## src/hitr_pkg.sv

```systemverilog
// Shared constants, types and the plane-step and Gray-encode functions of the Hilbert transpose block.
`default_nettype none

package hitr_pkg;

  localparam int AXIS_BITS = 16;
  localparam int NUM_AXES  = 9;
  localparam int NUM_PLANES = AXIS_BITS - 1;
  localparam int PLANE_W   = $clog2(AXIS_BITS);
  localparam int ORDER_W   = 5;

  typedef logic [AXIS_BITS-1:0]  word_t;
  typedef word_t [NUM_AXES-1:0]  axes_t;
  typedef logic [PLANE_W-1:0]    plane_t;
  typedef logic [ORDER_W-1:0]    order_t;

  // One bit plane of the excess-work undo: walk the axes in order, invert or
  // exchange the bits below the plane against axis 0.
  function automatic axes_t plane_step(axes_t x_in, plane_t p);
    axes_t y;
    word_t low;
    word_t d;
    y   = x_in;
    low = (word_t'(1) << p) - word_t'(1);
    for (int i = 0; i < NUM_AXES; i++) begin
      if (y[i][p]) begin
        y[0] = y[0] ^ low;
      end else begin
        d    = (y[0] ^ y[i]) & low;
        y[0] = y[0] ^ d;
        y[i] = y[i] ^ d;
      end
    end
    return y;
  endfunction

  // Gray encode: prefix XOR across the axes, then fold in the suffix parity
  // of the last axis.
  function automatic axes_t gray_encode(axes_t x_in);
    axes_t y;
    word_t t;
    y = x_in;
    for (int i = 1; i < NUM_AXES; i++) begin
      y[i] = y[i] ^ y[i-1];
    end
    for (int j = 0; j < AXIS_BITS; j++) begin
      t[j] = ^(y[NUM_AXES-1] >> (j + 1));
    end
    for (int i = 0; i < NUM_AXES; i++) begin
      y[i] = y[i] ^ t;
    end
    return y;
  endfunction

endpackage

`default_nettype wire

```

## src/hitr_channels_if.sv

```systemverilog
// Channel interfaces: point request, index result and order register write.
`default_nettype none

interface hitr_axes_if;
  logic valid;
  logic ready;
  logic [15:0] axis_0;
  logic [15:0] axis_1;
  logic [15:0] axis_2;
  logic [15:0] axis_3;
  logic [15:0] axis_4;
  logic [15:0] axis_5;
  logic [15:0] axis_6;
  logic [15:0] axis_7;
  logic [15:0] axis_8;
  modport source (output valid, axis_0, axis_1, axis_2, axis_3, axis_4, axis_5, axis_6,
                  axis_7, axis_8, input ready);
  modport sink (input valid, axis_0, axis_1, axis_2, axis_3, axis_4, axis_5, axis_6,
                axis_7, axis_8, output ready);
  modport mon (input valid, ready, axis_0, axis_1, axis_2, axis_3, axis_4, axis_5, axis_6,
               axis_7, axis_8);
endinterface

interface hitr_words_if;
  logic valid;
  logic ready;
  logic [15:0] word_0;
  logic [15:0] word_1;
  logic [15:0] word_2;
  logic [15:0] word_3;
  logic [15:0] word_4;
  logic [15:0] word_5;
  logic [15:0] word_6;
  logic [15:0] word_7;
  logic [15:0] word_8;
  modport source (output valid, word_0, word_1, word_2, word_3, word_4, word_5, word_6,
                  word_7, word_8, input ready);
  modport sink (input valid, word_0, word_1, word_2, word_3, word_4, word_5, word_6,
                word_7, word_8, output ready);
  modport mon (input valid, ready, word_0, word_1, word_2, word_3, word_4, word_5, word_6,
               word_7, word_8);
endinterface

interface hitr_cfg_if;
  logic       valid;
  logic       ready;
  logic [4:0] bits_per_axis;
  modport source (output valid, bits_per_axis, input ready);
  modport sink (input valid, bits_per_axis, output ready);
  modport mon (input valid, ready, bits_per_axis);
endinterface

`default_nettype wire

```

## src/hitr_plane_stage.sv

```systemverilog
// One pipeline stage: undo excess work at one bit plane, then register.
`default_nettype none

module hitr_plane_stage (
  input  wire                  clk_i,
  input  wire                  rst_ni,
  input  hitr_pkg::plane_t     plane_i,
  input  wire                  active_i,
  input  wire                  valid_i,
  output logic                 ready_o,
  input  hitr_pkg::axes_t      data_i,
  output logic                 valid_o,
  input  wire                  ready_i,
  output hitr_pkg::axes_t      data_o
);

  logic            valid_q;
  hitr_pkg::axes_t data_q;
  hitr_pkg::axes_t data_d;

  assign ready_o = !valid_q || ready_i;

  // Planes at or above the order pass through untouched.
  always_comb begin
    if (active_i) begin
      data_d = hitr_pkg::plane_step(data_i, plane_i);
    end else begin
      data_d = data_i;
    end
  end

  always_ff @(posedge clk_i or negedge rst_ni) begin
    if (!rst_ni) begin
      valid_q <= 1'b0;
    end else if (ready_o) begin
      valid_q <= valid_i;
    end
  end

  always_ff @(posedge clk_i) begin
    if (ready_o && valid_i) begin
      data_q <= data_d;
    end
  end

  assign valid_o = valid_q;
  assign data_o  = data_q;

endmodule

`default_nettype wire

```

## src/hitr_gray_stage.sv

```systemverilog
// Output stage: Gray-encode the words and hold them for the result channel.
`default_nettype none

module hitr_gray_stage (
  input  wire              clk_i,
  input  wire              rst_ni,
  input  wire              valid_i,
  output logic             ready_o,
  input  hitr_pkg::axes_t  data_i,
  output logic             valid_o,
  input  wire              ready_i,
  output hitr_pkg::axes_t  data_o
);

  logic            valid_q;
  hitr_pkg::axes_t data_q;
  hitr_pkg::axes_t data_d;

  assign ready_o = !valid_q || ready_i;
  assign data_d  = hitr_pkg::gray_encode(data_i);

  always_ff @(posedge clk_i or negedge rst_ni) begin
    if (!rst_ni) begin
      valid_q <= 1'b0;
    end else if (ready_o) begin
      valid_q <= valid_i;
    end
  end

  always_ff @(posedge clk_i) begin
    if (ready_o && valid_i) begin
      data_q <= data_d;
    end
  end

  assign valid_o = valid_q;
  assign data_o  = data_q;

endmodule

`default_nettype wire

```

## src/hilbert_index_transpose_9d_top.sv

```systemverilog
// Top level of the nine-axis Hilbert index generator in transposed form.
`default_nettype none

// Takes one nine-coordinate point per request on axes_i and returns its
// Hilbert index as nine transposed words on words_o: bit b of word_0..word_8
// is the nine-bit index group of plane b, word_0 holding its top bit. The
// curve order comes from the bits_per_axis register written on cfg_i (reset
// 16); 0 acts as 1 and values above 16 act as 16. Coordinate bits at or above
// the order are ignored and the matching result bits read zero. Write the
// register only while no request is in flight. Throughput is one point per
// clock while the result side does not stall. A request passes fifteen register
// stages, one per bit plane from 15 down to 1, each walking the nine axes of
// that plane, then one Gray-encode stage that is also the output register.
// Every stage holds its own valid bit and takes new data whenever it is empty
// or its successor moves, so bubbles close up and a stalled result does not
// block requests until the whole pipeline is full. cfg_i is always ready.
module hilbert_index_transpose_9d_top (
  input  wire                clk_i,
  input  wire                rst_ni,
  hitr_axes_if.sink          axes_i,
  hitr_words_if.source       words_o,
  hitr_cfg_if.sink           cfg_i
);

  localparam int NP = hitr_pkg::NUM_PLANES;

  hitr_pkg::order_t cfg_q;
  hitr_pkg::order_t order_eff;
  logic [hitr_pkg::AXIS_BITS:0] mask_wide;
  hitr_pkg::word_t  mask;

  logic            valid_s [0:NP];
  logic            ready_s [0:NP];
  hitr_pkg::axes_t data_s  [0:NP];
  hitr_pkg::axes_t data_out;

  // Order register: always ready, hold the full five-bit write.
  assign cfg_i.ready = 1'b1;

  always_ff @(posedge clk_i or negedge rst_ni) begin
    if (!rst_ni) begin
      cfg_q <= hitr_pkg::order_t'(hitr_pkg::AXIS_BITS);
    end else if (cfg_i.valid) begin
      cfg_q <= cfg_i.bits_per_axis;
    end
  end

  // Clamp the order to 1..AXIS_BITS and build the coordinate mask.
  always_comb begin
    if (cfg_q == '0) begin
      order_eff = hitr_pkg::order_t'(1);
    end else if (int'(cfg_q) > hitr_pkg::AXIS_BITS) begin
      order_eff = hitr_pkg::order_t'(hitr_pkg::AXIS_BITS);
    end else begin
      order_eff = cfg_q;
    end
  end

  assign mask_wide = ((hitr_pkg::AXIS_BITS + 1)'(1) << order_eff)
                     - (hitr_pkg::AXIS_BITS + 1)'(1);
  assign mask      = mask_wide[hitr_pkg::AXIS_BITS-1:0];

  // Request side: drop unused coordinate bits on the way in.
  assign valid_s[0]   = axes_i.valid;
  assign axes_i.ready = ready_s[0];
  assign data_s[0][0] = axes_i.axis_0 & mask;
  assign data_s[0][1] = axes_i.axis_1 & mask;
  assign data_s[0][2] = axes_i.axis_2 & mask;
  assign data_s[0][3] = axes_i.axis_3 & mask;
  assign data_s[0][4] = axes_i.axis_4 & mask;
  assign data_s[0][5] = axes_i.axis_5 & mask;
  assign data_s[0][6] = axes_i.axis_6 & mask;
  assign data_s[0][7] = axes_i.axis_7 & mask;
  assign data_s[0][8] = axes_i.axis_8 & mask;

  // One stage per bit plane, top plane first; planes at or above the order idle.
  for (genvar k = 0; k < NP; k++) begin : g_plane
    localparam int PLANE = hitr_pkg::AXIS_BITS - 1 - k;
    logic act;
    assign act = PLANE < int'(order_eff);

    hitr_plane_stage u_stage (
      .clk_i    (clk_i),
      .rst_ni   (rst_ni),
      .plane_i  (hitr_pkg::plane_t'(PLANE)),
      .active_i (act),
      .valid_i  (valid_s[k]),
      .ready_o  (ready_s[k]),
      .data_i   (data_s[k]),
      .valid_o  (valid_s[k+1]),
      .ready_i  (ready_s[k+1]),
      .data_o   (data_s[k+1])
    );
  end

  // Gray encode into the output register.
  hitr_gray_stage u_gray (
    .clk_i   (clk_i),
    .rst_ni  (rst_ni),
    .valid_i (valid_s[NP]),
    .ready_o (ready_s[NP]),
    .data_i  (data_s[NP]),
    .valid_o (words_o.valid),
    .ready_i (words_o.ready),
    .data_o  (data_out)
  );

  assign words_o.word_0 = data_out[0];
  assign words_o.word_1 = data_out[1];
  assign words_o.word_2 = data_out[2];
  assign words_o.word_3 = data_out[3];
  assign words_o.word_4 = data_out[4];
  assign words_o.word_5 = data_out[5];
  assign words_o.word_6 = data_out[6];
  assign words_o.word_7 = data_out[7];
  assign words_o.word_8 = data_out[8];

endmodule

`default_nettype wire

```

## src/flat_wrapper.sv

```systemverilog
// flat-port wrapper written by rule: the top's interface ports become plain ports
module hilbert_index_transpose_9d_top_flat 
  (clk_i, rst_ni, axes_i_valid, axes_i_axis_0, axes_i_axis_1, axes_i_axis_2, axes_i_axis_3, axes_i_axis_4, axes_i_axis_5, axes_i_axis_6, axes_i_axis_7, axes_i_axis_8, axes_i_ready, words_o_valid, words_o_word_0, words_o_word_1, words_o_word_2, words_o_word_3, words_o_word_4, words_o_word_5, words_o_word_6, words_o_word_7, words_o_word_8, words_o_ready, cfg_i_valid, cfg_i_bits_per_axis, cfg_i_ready);
  hitr_axes_if axes_i_i ();
  hitr_words_if words_o_i ();
  hitr_cfg_if cfg_i_i ();
  input  wire clk_i;
  input  wire rst_ni;
  input wire logic [$bits(axes_i_i.valid)-1:0] axes_i_valid;
  input wire logic [$bits(axes_i_i.axis_0)-1:0] axes_i_axis_0;
  input wire logic [$bits(axes_i_i.axis_1)-1:0] axes_i_axis_1;
  input wire logic [$bits(axes_i_i.axis_2)-1:0] axes_i_axis_2;
  input wire logic [$bits(axes_i_i.axis_3)-1:0] axes_i_axis_3;
  input wire logic [$bits(axes_i_i.axis_4)-1:0] axes_i_axis_4;
  input wire logic [$bits(axes_i_i.axis_5)-1:0] axes_i_axis_5;
  input wire logic [$bits(axes_i_i.axis_6)-1:0] axes_i_axis_6;
  input wire logic [$bits(axes_i_i.axis_7)-1:0] axes_i_axis_7;
  input wire logic [$bits(axes_i_i.axis_8)-1:0] axes_i_axis_8;
  output wire logic [$bits(axes_i_i.ready)-1:0] axes_i_ready;
  output wire logic [$bits(words_o_i.valid)-1:0] words_o_valid;
  output wire logic [$bits(words_o_i.word_0)-1:0] words_o_word_0;
  output wire logic [$bits(words_o_i.word_1)-1:0] words_o_word_1;
  output wire logic [$bits(words_o_i.word_2)-1:0] words_o_word_2;
  output wire logic [$bits(words_o_i.word_3)-1:0] words_o_word_3;
  output wire logic [$bits(words_o_i.word_4)-1:0] words_o_word_4;
  output wire logic [$bits(words_o_i.word_5)-1:0] words_o_word_5;
  output wire logic [$bits(words_o_i.word_6)-1:0] words_o_word_6;
  output wire logic [$bits(words_o_i.word_7)-1:0] words_o_word_7;
  output wire logic [$bits(words_o_i.word_8)-1:0] words_o_word_8;
  input wire logic [$bits(words_o_i.ready)-1:0] words_o_ready;
  input wire logic [$bits(cfg_i_i.valid)-1:0] cfg_i_valid;
  input wire logic [$bits(cfg_i_i.bits_per_axis)-1:0] cfg_i_bits_per_axis;
  output wire logic [$bits(cfg_i_i.ready)-1:0] cfg_i_ready;
  assign axes_i_i.valid = axes_i_valid;
  assign axes_i_i.axis_0 = axes_i_axis_0;
  assign axes_i_i.axis_1 = axes_i_axis_1;
  assign axes_i_i.axis_2 = axes_i_axis_2;
  assign axes_i_i.axis_3 = axes_i_axis_3;
  assign axes_i_i.axis_4 = axes_i_axis_4;
  assign axes_i_i.axis_5 = axes_i_axis_5;
  assign axes_i_i.axis_6 = axes_i_axis_6;
  assign axes_i_i.axis_7 = axes_i_axis_7;
  assign axes_i_i.axis_8 = axes_i_axis_8;
  assign axes_i_ready = axes_i_i.ready;
  assign words_o_valid = words_o_i.valid;
  assign words_o_word_0 = words_o_i.word_0;
  assign words_o_word_1 = words_o_i.word_1;
  assign words_o_word_2 = words_o_i.word_2;
  assign words_o_word_3 = words_o_i.word_3;
  assign words_o_word_4 = words_o_i.word_4;
  assign words_o_word_5 = words_o_i.word_5;
  assign words_o_word_6 = words_o_i.word_6;
  assign words_o_word_7 = words_o_i.word_7;
  assign words_o_word_8 = words_o_i.word_8;
  assign words_o_i.ready = words_o_ready;
  assign cfg_i_i.valid = cfg_i_valid;
  assign cfg_i_i.bits_per_axis = cfg_i_bits_per_axis;
  assign cfg_i_ready = cfg_i_i.ready;
  hilbert_index_transpose_9d_top u_core (.clk_i(clk_i), .rst_ni(rst_ni), .axes_i(axes_i_i), .words_o(words_o_i), .cfg_i(cfg_i_i));
endmodule
```

## config.mk

```make
export PLATFORM = sky130hd
export DESIGN_NAME = hilbert_index_transpose_9d_top_flat
export DESIGN_NICKNAME = d
export VERILOG_FILES = /design/src/hitr_pkg.sv /design/src/hitr_channels_if.sv /design/src/hitr_plane_stage.sv /design/src/hitr_gray_stage.sv /design/src/hilbert_index_transpose_9d_top.sv /design/src/flat_wrapper.sv
export SDC_FILE = /design/constraint.sdc
export NUM_CORES = 2
export LEC_CHECK = 0
export BUFFER_PORTS_ARGS = -buffer_cell sky130_fd_sc_hd__buf_2
export CORE_ASPECT_RATIO = 1.5
export CORE_MARGIN = 2
export CORE_UTILIZATION = 30
export DETAILED_ROUTE_END_ITERATION = 6
export HOLD_SLACK_MARGIN = 0.08
export PLACE_DENSITY = 0.44
export RECOVER_POWER = 100
export REMOVE_ABC_BUFFERS = 1
export SYNTH_ARGS = -nofsm -noshare
export SYNTH_HDL_FRONTEND = slang
export SYNTH_SLANG_ARGS = --single-unit
```

## constraint.sdc

```tcl
create_clock -name clk_i -period 17.1 [get_ports clk_i]
set_input_delay 3.42 -clock clk_i [delete_from_list [all_inputs] [get_ports clk_i]]
set_output_delay 3.42 -clock clk_i [all_outputs]
set_load 0.01 [all_outputs]
```

* After elaboration in Yosys (flattened, before gate mapping)
Index checks and enable logic that the tools add are counted.
** Operators by class
- Add/subtract/negate cells :: 1
- Order comparisons :: 16
- Shifts and indexed selects :: 1
- Mux-type cells :: 392
- Bitwise gates (word level) :: 566
- Reductions and logical operators :: 64
** Operators by type and width (number)
- $mux 16 :: 375
- $mux 144 :: 15
- $xor 16x15->16 :: 27
- $xor 16x1->16 :: 18
- $xor 16x10->16 :: 18
- $xor 16x11->16 :: 18
- $xor 16x12->16 :: 18
- $xor 16x13->16 :: 18
- $xor 16x14->16 :: 18
- $xor 16x2->16 :: 18
- $xor 16x3->16 :: 18
- $xor 16x4->16 :: 18
- $xor 16x5->16 :: 18
- $xor 16x6->16 :: 18
- $xor 16x7->16 :: 18
- $xor 16x8->16 :: 18
- $xor 16x9->16 :: 18
- $reduce_xor 16->1 :: 15
- $and 16x16->16 :: 9
- $not 15->15 :: 9
- $xor 15x15->15 :: 9
- $xor 16x16->16 :: 8
- $not 14->14 :: 9
- $xor 14x14->14 :: 9
- 38 further kinds :: 303
** Word-level totals
- Flip-flop bits (word level) :: 2325
- Bits of input ports :: 154
- Logic and storage cells :: 1201

* Logic depth before layout (Yosys ltp)
- Depth in word-level cells :: 43
- Mapped depth :: 19
- Gate-level depth less buffers :: 14

* Modules after synthesis
A second synthesis with hierarchy kept.
** Unflattened totals
- Cell total of the unflattened synthesis :: 17805
- Area total of the unflattened synthesis :: 175580.9 µm²
** Modules (own cells, without submodules)
- hitr_plane_stage at u_core.g_plane[10].u_stage ... :: instances 14, cells each 1141, area an instance 11100.6 µm², seq. area each 4349.2 µm²
- hitr_plane_stage at u_core.g_plane[0].u_stage :: instances 1, cells each 1151, area an instance 10815.4 µm², seq. area each 4349.2 µm²
- hitr_gray_stage :: instances 1, cells each 451, area an instance 7775.0 µm², seq. area each 4349.2 µm²
- hilbert_index_transpose_9d_top :: instances 1, cells each 229, area an instance 1581.5 µm², seq. area each 126.4 µm²

* Least setup slack after synthesis
Ideal clock, no wire load.
- Kind :: input -> register
- Start :: input port words_o_ready
- End :: register u_core.g_plane[7].u_stage.data_q, in the netlist u_core.g_plane[7].u_stage.data_o[0], enable pin
- Arrival :: 14.428 ns
- Setup slack :: 1.803 ns
- Stages on the path :: 6
- Buffers on the path :: 0
- Cells stage by stage :: nor2b_1 nand3_1 nor2_1 and2_1 and3_1 a21boi_0
** On the way
- Longest elaborated chain between the ends :: 10
** RTL lines
- from (decl) :: line flat_wrapper.sv:30 : input wire logic [$bits(words_o_i.ready)-1:0] words_o_ready;
- $logic_or 1x1->1 :: line hitr_gray_stage.sv:19 : assign ready_o = !valid_q || ready_i;
- $logic_or 1x1->1 (8 in a row) :: line hitr_plane_stage.sv:21 : assign ready_o = !valid_q || ready_i;
- $logic_and 1x1->1 :: line hitr_plane_stage.sv:41 : if (ready_o && valid_i) begin
- to (signal assigned) :: line hitr_plane_stage.sv:42 : data_q <= data_d;
- to (decl) :: line hitr_plane_stage.sv:18 : hitr_pkg::axes_t data_q;
Every way passes these cells.
A chain may end at the register's enable or synchronous reset.

* Worst setup path in the final report
- Start :: input port words_o_ready
- End :: register u_core.g_plane[7].u_stage.data_q, in the netlist u_core.g_plane[7].u_stage.data_o[102], enable pin
Same word-level chain as after synthesis.

==> reports/results.ini <==
[power]
p_switching_mw=9.63
p_leak_nw=39.2
swShare_pct=35.7
seqPwrFrac_pct=39.3
p_clk_share_pct=18.7
peakVddDrop_mv=0.579
p_int_mw=17.4
p_per_area_mw_per_mm2=246
combPwrFrac_pct=42.1
power_mw=27.0

[floorplanning]
num_rows=255
dieArea_sq_mm=0.327
dieWidth_microns=467
die_height_microns=699
io_pins=301
start_util_pct=30.1
core_sq_mm=0.321

[finish]
drive_gt1_share_pct=7.75
instances_no_fill=11400
area_growth_pct=13.6
fill_cells=31200
seq_area_sq_mm=0.0697
nets=7087
multi_input_area_sq_mm=0.0253
postLayoutCellArea_sq_mm=0.110

[timing]
rsz0062_at_grt=no
slew_headroom_pct=-285
tightestPinTransition_ps=5780
hold_ws_ps=362
setup_viol=0
drv_slew=3198
fmax_mhz=97.6
final-hold-violation-count=0
fin_skew_ps=96.3
finalCritPeriodShare_pct=59.9
setup_tns_ps=0
post-route-min-period_ps=10250

[clocking]
clkLatencyLatePin_ps=940
cts_tree=yes
ctsResizeCount=0
cts_root_buffer=clkbuf_16
clock-sinks=2325
post_cts_buffers=0
hold_buffers=0
htreeDepth=4
clockBufferDepth=4
clk_pin_slew_ps=60
cts_made_buffers=234

[yosys]
synthArstFlopShare_pct=0.903
synth_xor_xnor_area_share_pct=4.06
synthesis.yosys.warnings=0
synthCells=6654
synth_simple_gate_area_share_pct=6.02
synth_fa_ha_area_share_pct=0.0130
yosysTopAreaCellShare_pct=71.6
yosysMostFrequentCell=edfxtp_1
ys.flop_type=edfxtp_1
synth.area.top_cells=edfxtp_1, mux2i_1, o21ai_0, nand2_1, a21oi_1
ys_types=68
synth_top_family_by_area=multiplexers
synth_seq_cells=2325
yosys.area.top_type=edfxtp_1
synth_common_cells=edfxtp_1, mux2i_1, nand2_1
synth_mux_area_share_pct=8.87
ys_seq_area_share_pct=72.2
syn-cell-area_sq_mm=0.0966
synth-compound-area-share_pct=7.25
syn_area_per_cell_sq_um=14.5
synth_edf_count=2304

[setup_path]
crit_type=in -> reg
crit_arrival_ps=10660
critPathRequiredTime_ps=17510
end_kind=flop
rr_worst_depth=14
reg2reg_slack_ps=7610
crit_start=words_o_ready
cp_max_fo=73
start_kind=input pin
r2r-start=u_core.cfg_q[4]$_DFFE_PN1P_

[run]
cap_violations=92

[grt]
overflow=0
antenna_found_initial=10
grt_first_pass_wirelength_microns=395000
grt_pass1_vias=54400
grt_max_degree=113
track_usage_pct=16.9

[run_status]
status=finished with violations
violations=DRC, capacitance limit, slew limit

[routing]
drc=2
drt_wl_total_microns=279000
drt_first_iter_violations=2759
drtAntennaViolNets=0
viasPerCell=4.56
num_vias=51900
post_drt_wl_per_cell_microns=24.6
dr.pass1.iters=7

[hold_path]
hp-start=u_core.g_plane[6].u_stage.data_o[42]$_DFFE_PP_
hold_depth=0
hold_path.class=reg -> reg

[place]
dp_hpwl_microns=220000
dp_cells=10900
dpl_cell_area_sq_mm=0.103
place_congestion=0.996
portBuffers=299

## power by group through the flow
stage | clock [mW] | combinational [mW] | sequential, mW
after global routing | 5.43 | 12.2 | 10.6
after global placement | 0 | 14.7 | 11.1
final | 5.04 | 11.4 | 10.6
after CTS | 5.22 | 14.9 | 11.0
after floorplan | 0 | 11.4 | 11.1
after detailed placement | 0 | 14.8 | 11.2
## worst max-delay path, cell delays in order
cell      delay, ps
buf_2            80
nor2b_1          80
nand3_1         150
nor2_1          110
and2_0          220
and3_1          230
a21boi_0       1150
clkbuf_1       2740
clkbuf_1       2280
## kinds of logic (layout without fill, tap and decap cells)
kind of cell,count (synthesis),after routing
AO/OA/AOI/OAI,1286,1286
adder cells (fa/ha/maj),1,1
buffers and inverters,415,882
multiplexers,856,856
XOR/XNOR,373,373
other,1,19
AND/OR/NAND/NOR,1397,1397
flip-flops,2325,2325
## flip-flops by register name, summed over array words and instances (netlist names)
register / flops
u_core.u_gray.valid_o: 1
u_core.u_gray.data_o: 144
u_core.g_plane.u_stage.data_o: 2160
u_core.g_plane.u_stage.valid_o: 15
u_core.cfg_q: 5
## placed cells by master (no fill, tap or decap), types with 101 or more instances in the layout
cell	count
edfxtp_1	2304
mux2i_1	853
nand2_1	652
o21ai_0	641
nor2_1	466
a21oi_1	437
clkbuf_1	286
xnor2_1	253
clkbuf_16	236
buf_2	148
nand3_1	101
## through the flow
| step | worst slack, ps | util, % |
|---|---|---|
| 2_1_floorplan | 1800 | - |
| 3_3_place_gp | 7580 | 32.1 |
| 3_5_place_dp | 7690 | 32.1 |
| 4_1_cts | 7680 | 34.4 |
| 5_1_grt | 6070 | 34.2 |
| 6_report | 6850 | 34.2 |
## path summary, 6_finish.rpt
path                                                                   endpoint
worst max-delay path            u_core.g_plane[7].u_stage.data_o[102]$_DFFE_PP_
worst min-delay path             u_core.g_plane[7].u_stage.data_o[42]$_DFFE_PP_
worst max register to register   u_core.g_plane[0].u_stage.data_o[10]$_DFFE_PP_
worst min register to register   u_core.g_plane[7].u_stage.data_o[42]$_DFFE_PP_
max in group asynchronous        u_core.g_plane[10].u_stage.valid_o$_DFFE_PN0P_
min in group asynchronous                           u_core.cfg_q[3]$_DFFE_PN0P_
## layer usage
| metal | part of all wire (%) | vias up | track usage [%] | routed length [microns] |
|---|---|---|---|---|
| met1 | 32 | 24600 | 15.2 | 88500 |
| li1 | - | 25400 | - | - |
| met3 | 3.0 | 597 | 2.00 | 8500 |
| met5 | 0 | - | 0 | 0 |
| met2 | 55 | 1301 | 32.9 | 155000 |
| met4 | 9.9 | 0 | 13.9 | 27800 |
## layout make-up
type	instances	share of cell area, %
timing repair buffer	415	1.64
tap	4240	4.83
inverter	41	0.140
clock buffer	278	5.60
clock inverter	148	1.26
sequential	2325	63.5
antenna	17	0.0387
multi-input combinational	3915	23.0
Power figures use the tool's default switching activity.
